`config.mk`:
```
export PLATFORM = sky130hd
export DESIGN_NAME = nsp_ctrl
export DESIGN_NICKNAME = d
export VERILOG_FILES = /design/src/rtl/nsp_pkg.sv /design/src/rtl/nsp_ctrl.sv
export SDC_FILE = /design/constraint.sdc
export NUM_CORES = 1
export LEC_CHECK = 0
export ABC_CLOCK_PERIOD_IN_PS = 1300
export BUFFER_PORTS_ARGS = -buffer_cell sky130_fd_sc_hd__buf_2
export CORE_AREA = 2 2 39 41
export CTS_CLUSTER_DIAMETER = 60
export DETAILED_ROUTE_END_ITERATION = 8
export DIE_AREA = 0 0 41 43
export SLEW_MARGIN = 5
export SYNTH_ARGS = -nofsm -noshare
export SYNTH_HDL_FRONTEND = slang
export SYNTH_SLANG_ARGS = --single-unit
```
`constraint.sdc`:
```
create_clock -name clk_i -period 1.3 [get_ports clk_i]
set_input_delay 0 -clock clk_i [delete_from_list [all_inputs] [get_ports clk_i]]
set_output_delay 0 -clock clk_i [all_outputs]
set_load 0.02 [all_outputs]
```
`src/rtl/nsp_pkg.sv`:
```
// ----------------------------------------------------------------------------
// nsp_pkg
// Shared types and constants of the nearest segment pick unit.
// ----------------------------------------------------------------------------
package nsp_pkg;

  localparam int unsigned CoordBits = 16;
  localparam int unsigned SlotBits  = 10;
  localparam int unsigned CfgBits   = 16;

  // operation codes
  localparam logic OP_LOAD  = 1'b0;
  localparam logic OP_QUERY = 1'b1;

  // configuration register indexes
  localparam logic CFG_TOLERANCE = 1'b0;
  localparam logic CFG_SEGS_USED = 1'b1;

  typedef struct packed {
    logic                        operation;
    logic [SlotBits-1:0]         slot;
    logic signed [CoordBits-1:0] start_x;
    logic signed [CoordBits-1:0] start_y;
    logic signed [CoordBits-1:0] end_x;
    logic signed [CoordBits-1:0] end_y;
    logic signed [CoordBits-1:0] point_x;
    logic signed [CoordBits-1:0] point_y;
  } nsp_in_t;

  typedef struct packed {
    logic                found;
    logic [SlotBits-1:0] nearest_slot;
  } nsp_out_t;

  // datapath micro-operations, one per controller step
  typedef enum logic [4:0] {
    UOP_NONE,
    UOP_TOLSQ,
    UOP_TOLLD,
    UOP_FETCH,
    UOP_DIFF,
    UOP_DXDX,
    UOP_DYDY,
    UOP_DXVX,
    UOP_DYVY,
    UOP_DXVY,
    UOP_DYVX,
    UOP_VXVX,
    UOP_VYVY,
    UOP_WXWX,
    UOP_WYWY,
    UOP_CRCR,
    UOP_SEL,
    UOP_NLO,
    UOP_NHI,
    UOP_BLO,
    UOP_BHI,
    UOP_CMP
  } uop_e;

  typedef enum logic [4:0] {
    ST_IDLE,
    ST_TOLSQ,
    ST_TOLLD,
    ST_FETCH,
    ST_DIFF,
    ST_DXDX,
    ST_DYDY,
    ST_DXVX,
    ST_DYVY,
    ST_DXVY,
    ST_DYVX,
    ST_VXVX,
    ST_VYVY,
    ST_WXWX,
    ST_WYWY,
    ST_CRCR,
    ST_SEL,
    ST_NLO,
    ST_NHI,
    ST_BLO,
    ST_BHI,
    ST_CMP,
    ST_RESULT
  } ctl_state_e;

  typedef struct packed {
    uop_e uop;
    logic capture;   // latch query point and segment count
    logic load_wr;   // write load request into the table
    logic out_load;  // move result into output register
  } ctl_cmd_t;

  typedef struct packed {
    logic n_zero;
    logic idx_last;
    logic out_free;
  } dp_stat_t;

endpackage

```
`src/rtl/nsp_ctrl.sv`:
```
// ----------------------------------------------------------------------------
// nsp_ctrl
// Step sequencer: walks each segment through the shared multiplier.
// ----------------------------------------------------------------------------
module nsp_ctrl (
  input  logic               clk_i,
  input  logic               rst_ni,
  input  logic               in_valid_i,
  input  logic               in_op_i,
  output logic               in_ready_o,
  input  nsp_pkg::dp_stat_t  stat_i,
  output nsp_pkg::ctl_cmd_t  cmd_o
);
  import nsp_pkg::*;

  ctl_state_e state_q, state_d;

  always_ff @(posedge clk_i or negedge rst_ni) begin
    if (!rst_ni) begin
      state_q <= ST_IDLE;
    end else begin
      state_q <= state_d;
    end
  end

  always_comb begin
    state_d       = state_q;
    cmd_o.uop     = UOP_NONE;
    cmd_o.capture = 1'b0;
    cmd_o.load_wr = 1'b0;
    cmd_o.out_load = 1'b0;
    in_ready_o    = 1'b0;
    unique case (state_q)
      ST_IDLE: begin
        in_ready_o = 1'b1;
        if (in_valid_i) begin
          if (in_op_i == OP_QUERY) begin
            cmd_o.capture = 1'b1;
            state_d       = ST_TOLSQ;
          end else begin
            cmd_o.load_wr = 1'b1;
          end
        end
      end
      ST_TOLSQ: begin cmd_o.uop = UOP_TOLSQ; state_d = ST_TOLLD; end
      ST_TOLLD: begin
        cmd_o.uop = UOP_TOLLD;
        state_d   = stat_i.n_zero ? ST_RESULT : ST_FETCH;
      end
      ST_FETCH: begin cmd_o.uop = UOP_FETCH; state_d = ST_DIFF; end
      ST_DIFF:  begin cmd_o.uop = UOP_DIFF;  state_d = ST_DXDX; end
      ST_DXDX:  begin cmd_o.uop = UOP_DXDX;  state_d = ST_DYDY; end
      ST_DYDY:  begin cmd_o.uop = UOP_DYDY;  state_d = ST_DXVX; end
      ST_DXVX:  begin cmd_o.uop = UOP_DXVX;  state_d = ST_DYVY; end
      ST_DYVY:  begin cmd_o.uop = UOP_DYVY;  state_d = ST_DXVY; end
      ST_DXVY:  begin cmd_o.uop = UOP_DXVY;  state_d = ST_DYVX; end
      ST_DYVX:  begin cmd_o.uop = UOP_DYVX;  state_d = ST_VXVX; end
      ST_VXVX:  begin cmd_o.uop = UOP_VXVX;  state_d = ST_VYVY; end
      ST_VYVY:  begin cmd_o.uop = UOP_VYVY;  state_d = ST_WXWX; end
      ST_WXWX:  begin cmd_o.uop = UOP_WXWX;  state_d = ST_WYWY; end
      ST_WYWY:  begin cmd_o.uop = UOP_WYWY;  state_d = ST_CRCR; end
      ST_CRCR:  begin cmd_o.uop = UOP_CRCR;  state_d = ST_SEL;  end
      ST_SEL:   begin cmd_o.uop = UOP_SEL;   state_d = ST_NLO;  end
      ST_NLO:   begin cmd_o.uop = UOP_NLO;   state_d = ST_NHI;  end
      ST_NHI:   begin cmd_o.uop = UOP_NHI;   state_d = ST_BLO;  end
      ST_BLO:   begin cmd_o.uop = UOP_BLO;   state_d = ST_BHI;  end
      ST_BHI:   begin cmd_o.uop = UOP_BHI;   state_d = ST_CMP;  end
      ST_CMP: begin
        cmd_o.uop = UOP_CMP;
        state_d   = stat_i.idx_last ? ST_RESULT : ST_FETCH;
      end
      ST_RESULT: begin
        if (stat_i.out_free) begin
          cmd_o.out_load = 1'b1;
          state_d        = ST_IDLE;
        end
      end
      default: state_d = ST_IDLE;
    endcase
  end

endmodule

```
==> summary by stage <==
Cells and area
The final design utilization is 0.488. The finished layout holds 97 standard cells, fillers aside. The filler cell count is 140. In the final layout, the registers with the most flip-flops are state_q: 5 flops.

The register with the most flip-flops in the layout has 5 of them. The number of antenna diodes in the final layout is 0. The register containing the most flip-flops in the final layout is state_q. Compared with the post-synthesis result, the final layout area differs by 60.7%. Of the cells placed in the final design, the portion with a size suffix greater than 1 is 0.481. The net count of the finished layout is 89.

Timing
The final-report setup violation count is 1. In the finished design, the share of the clock period the worst path needs comes to 1.02. The slew at the pin closest to its max-slew limit is 0.218 ns. The worst setup skew after layout is 0.00728 ns. Setup repair after global routing could not meet its margin everywhere. The routed design could run at a clock period as short as 1.32 ns. The final number of max-transition violations came to 0. The normalized max-slew margin is 0.854.

Timing would allow up to 757 MHz. The final number of hold-violating endpoints is 0. The worst setup slack after layout is -0.0203 ns.

Floorplanning
The starting density of the core is 0.304. From bottom edge to top edge, the die measures 43 um. The die covers 1760 um2.

The region available for standard cell placement spans 1380 um2. The number of ports placed on the die boundary is 16. The number of rows created at floorplan is 14. The die is 41 um wide.

Power
The total power draw is 1.70 mW. Power spread over the standard cell area amounts to 2520 nW/um2. The largest vdd supply drop is 0.871 mV. The leakage dissipation is 0.317 nW.

Synth
The sequential fraction of the synthesis area is 0.298. The most frequently used cell type in the post-synthesis netlist is sky130_fd_sc_hd__nor2_1. The share of synthesized area in the top cell type comes to 0.298.

The most common flop cell mapped by yosys is sky130_fd_sc_hd__dfrtp_1. In this run the mean area of a mapped cell was 7.93 um2. Sorting the synthesized cells by area gives the leading types as sky130_fd_sc_hd__dfrtp_1 (30%), sky130_fd_sc_hd__nor2_1 (6.3%), sky130_fd_sc_hd__nand2_1 (5.4%), sky130_fd_sc_hd__xor2_1 (4.2%), sky130_fd_sc_hd__buf_2 (3.6%). Counting every net in the synthesized netlist gives 60. The largest total area in the synthesized netlist belongs to sky130_fd_sc_hd__dfrtp_1.

Yosys printed 0 warnings. After synthesis the cells add up to 420 um2. The number of enable flip-flop cells after synthesis is 0. The number of different library cells in the post-synthesis netlist is 28.

Synthesis handed over a netlist of 53 instances. In the synthesized netlist, the cells that appear most often are sky130_fd_sc_hd__nor2_1 (7), sky130_fd_sc_hd__nand2_1 (6), sky130_fd_sc_hd__dfrtp_1 (5), sky130_fd_sc_hd__buf_2 (3), sky130_fd_sc_hd__nand3_1 (3). The synthesized design contains 5 register bits. After synthesis, the share of flip-flops with an asynchronous set or reset is 1.00.

Route
The average via count per standard cell is 5.01. For this run, design rule violations remaining after detail routing come to 0. The total wire length is 1.08 mm. The detailed router's first-iteration violation count is 5. The post-detailed-route wirelength per cell is 11.1 um. The first detailed-routing pass ran for 3 iterations.

Detailed routing inserted a total of 486 vias. The antenna violation net count after detailed routing is 0.

Clock network
After clock tree synthesis, the clock-pin slew on the worst setup and hold paths is 0.05 ns. The number of clock sinks seen by CTS is 5. The clock tree from TritonCTS is built. In this run the number of H-tree levels came out at 1. The clock passes through at most 2 buffers.

The tree is rooted in a sky130_fd_sc_hd__clkbuf_4. Clock tree synthesis inserted a total of 3 buffers. The clock reaches the later pin of the worst-skew pair after 0.24 ns.

Worst setup path
In this run the critical register-to-register path is captured at state_q[0]. The reg-to-reg critical path startpoint is state_q[3]. For the worst flop-to-flop path, the logic depth is 2. The sort of element at the start of the critical path is a flop. In this run the register-to-register setup slack is 0.01 ns. The worst endpoint data arrival time is 1.32 ns. The required time of the critical path is 1.30 ns. The element type at the critical path end is an output pin. The critical path is of the reg2out type. Along the worst path, the maximum fanout reaches 8.

GRT
The via count of the first global-routing pass came to 441. The number of antenna violations at the first check in global routing is 0. The global router's overall resource usage is 0.152. The first global-routing pass estimated 1.79 mm of wire. The total overflow left after global routing is 0. The pin count of the biggest net entering global routing is 13.

Placement
The number of cells in the design after placement is 87. At the end of routability-driven placement, the weighted congestion stood at 0.783. The wire-length estimate of the detail-placed layout is 817 um. The number of port buffers is 15.

Min path
The source of the worst hold timing path is in_valid_i. Counting instances, the worst hold path has a depth of 3. The end of the worst hold path is state_q[0]. The path class of the tightest hold or removal check is in2reg.

Status
The final reports fail on negative setup slack. The flow ran to the end, but the final reports show violations.

Flow run
Max-cap violations in this run came to 0.
-- what timing repair did --
item / CTS / global route
hold buffers: 1 / 0
endpoints found under the setup margin: 6 / 9
setup buffers: 3 / 2
hold endpoints to repair: 5 / 0
pin swaps: 2 / 3
resized for setup: 12 / 5
-- kinds of logic after synthesis --
kind of cell           share of synthesized area
AND/OR/NAND/NOR                            0.360
AO/OA/AOI/OAI                              0.173
buffers and inverters                      0.107
flip-flops                                 0.298
XOR/XNOR                                  0.0625
-- cells in the final DEF, fill, tap and decap left out --
cell type	netlist	final
sky130_fd_sc_hd__buf_4	1	16
sky130_fd_sc_hd__buf_2	3	8
sky130_fd_sc_hd__nor2_1	7	6
sky130_fd_sc_hd__nand2_1	6	5
sky130_fd_sc_hd__buf_6	1	4
sky130_fd_sc_hd__dfrtp_1	5	4
sky130_fd_sc_hd__nand3_1	3	3
sky130_fd_sc_hd__clkbuf_4	0	3
sky130_fd_sc_hd__and2_1	2	2
sky130_fd_sc_hd__inv_1	2	2
sky130_fd_sc_hd__a21oi_1	2	2
sky130_fd_sc_hd__xor2_1	2	2
sky130_fd_sc_hd__nand4_1	2	2
sky130_fd_sc_hd__nor2b_1	1	1
sky130_fd_sc_hd__o21ai_0	1	1
sky130_fd_sc_hd__o21a_1	1	1
sky130_fd_sc_hd__nor2_4	0	1
sky130_fd_sc_hd__nor3_4	0	1
sky130_fd_sc_hd__nand2_2	0	1
sky130_fd_sc_hd__clkinv_1	1	1
sky130_fd_sc_hd__nor3b_2	0	1
sky130_fd_sc_hd__and3b_1	1	1
sky130_fd_sc_hd__nor3b_1	2	1
sky130_fd_sc_hd__o211ai_1	1	1
sky130_fd_sc_hd__nand2b_1	1	1
sky130_fd_sc_hd__or4b_1	1	1
sky130_fd_sc_hd__o2111ai_1	1	1
sky130_fd_sc_hd__a31o_2	1	1
sky130_fd_sc_hd__xnor2_1	1	1
sky130_fd_sc_hd__a41o_1	1	1
sky130_fd_sc_hd__or4_4	1	1
sky130_fd_sc_hd__a221oi_2	1	1
sky130_fd_sc_hd__clkbuf_1	0	1
sky130_fd_sc_hd__dlygate4sd3_1	0	1
sky130_fd_sc_hd__dfrtp_2	0	1
-- layout make-up --
| cell class | count | area [um2] | area share |
|---|---|---|---|
| multi-input combinational | 40 | 277 | 0.409 |
| inverter | 3 | 11.3 | 0.0167 |
| clock buffer | 4 | 26.3 | 0.0389 |
| timing repair buffer | 29 | 215 | 0.319 |
| sequential | 5 | 126 | 0.187 |
| tap | 16 | 20.0 | 0.0296 |
-- where the power goes --
group	switching, mW	internal, mW
clock	0.0618	0.116
combinational	0.619	0.606
sequential	0.0642	0.234
total	0.745	0.956
-- metal layers --
metal	wire [um]	global-route usage	share of wire
met1	463	0.178	0.43
met5	0	0	0
met4	13	0.0600	0.012
met3	49	0.0628	0.045
met2	551	0.234	0.51
-- metrics by stage --
stage | worst slack, ns | setup TNS [ns] | hold slack [ns] | cell area, um2
finish | -0.0203 | -0.0203 | 0.0639 | 676
global route | -0.123 | -0.546 | 0.0719 | 676
CTS | -0.0155 | -0.0205 | 0.0615 | 647
detailed placement | 0.0253 | 0 | -0.182 | 547
floorplan | 0.0120 | 0 | -0.296 | 425
global placement | 0.0694 | 0 | -0.181 | 547
-- worst max-delay path by stage --
stage | from | endpoint | slack [ns] | depth (start not counted)
finish | state_q[2] | cmd_o[1] | -0.02 | 5
global route | state_q[2] | cmd_o[1] | -0.12 | 5
CTS | state_q[2] | cmd_o[1] | -0.02 | 5
detailed placement | state_q[4] | state_q[0] | 0.03 | 3
global placement | state_q[2] | state_q[2] | 0.07 | 4
floorplan | state_q[3] | state_q[0] | 0.01 | 3
-- worst max-delay path, stage by stage (launching register included) --
cell	delay [ns]
sky130_fd_sc_hd__dfrtp_1	0.38
sky130_fd_sc_hd__buf_6	0.14
sky130_fd_sc_hd__nor3_4	0.16
sky130_fd_sc_hd__nand2_2	0.09
sky130_fd_sc_hd__nor3b_2	0.15
sky130_fd_sc_hd__buf_4	0.15
Note: power is estimated with default switching activity, not from simulation.
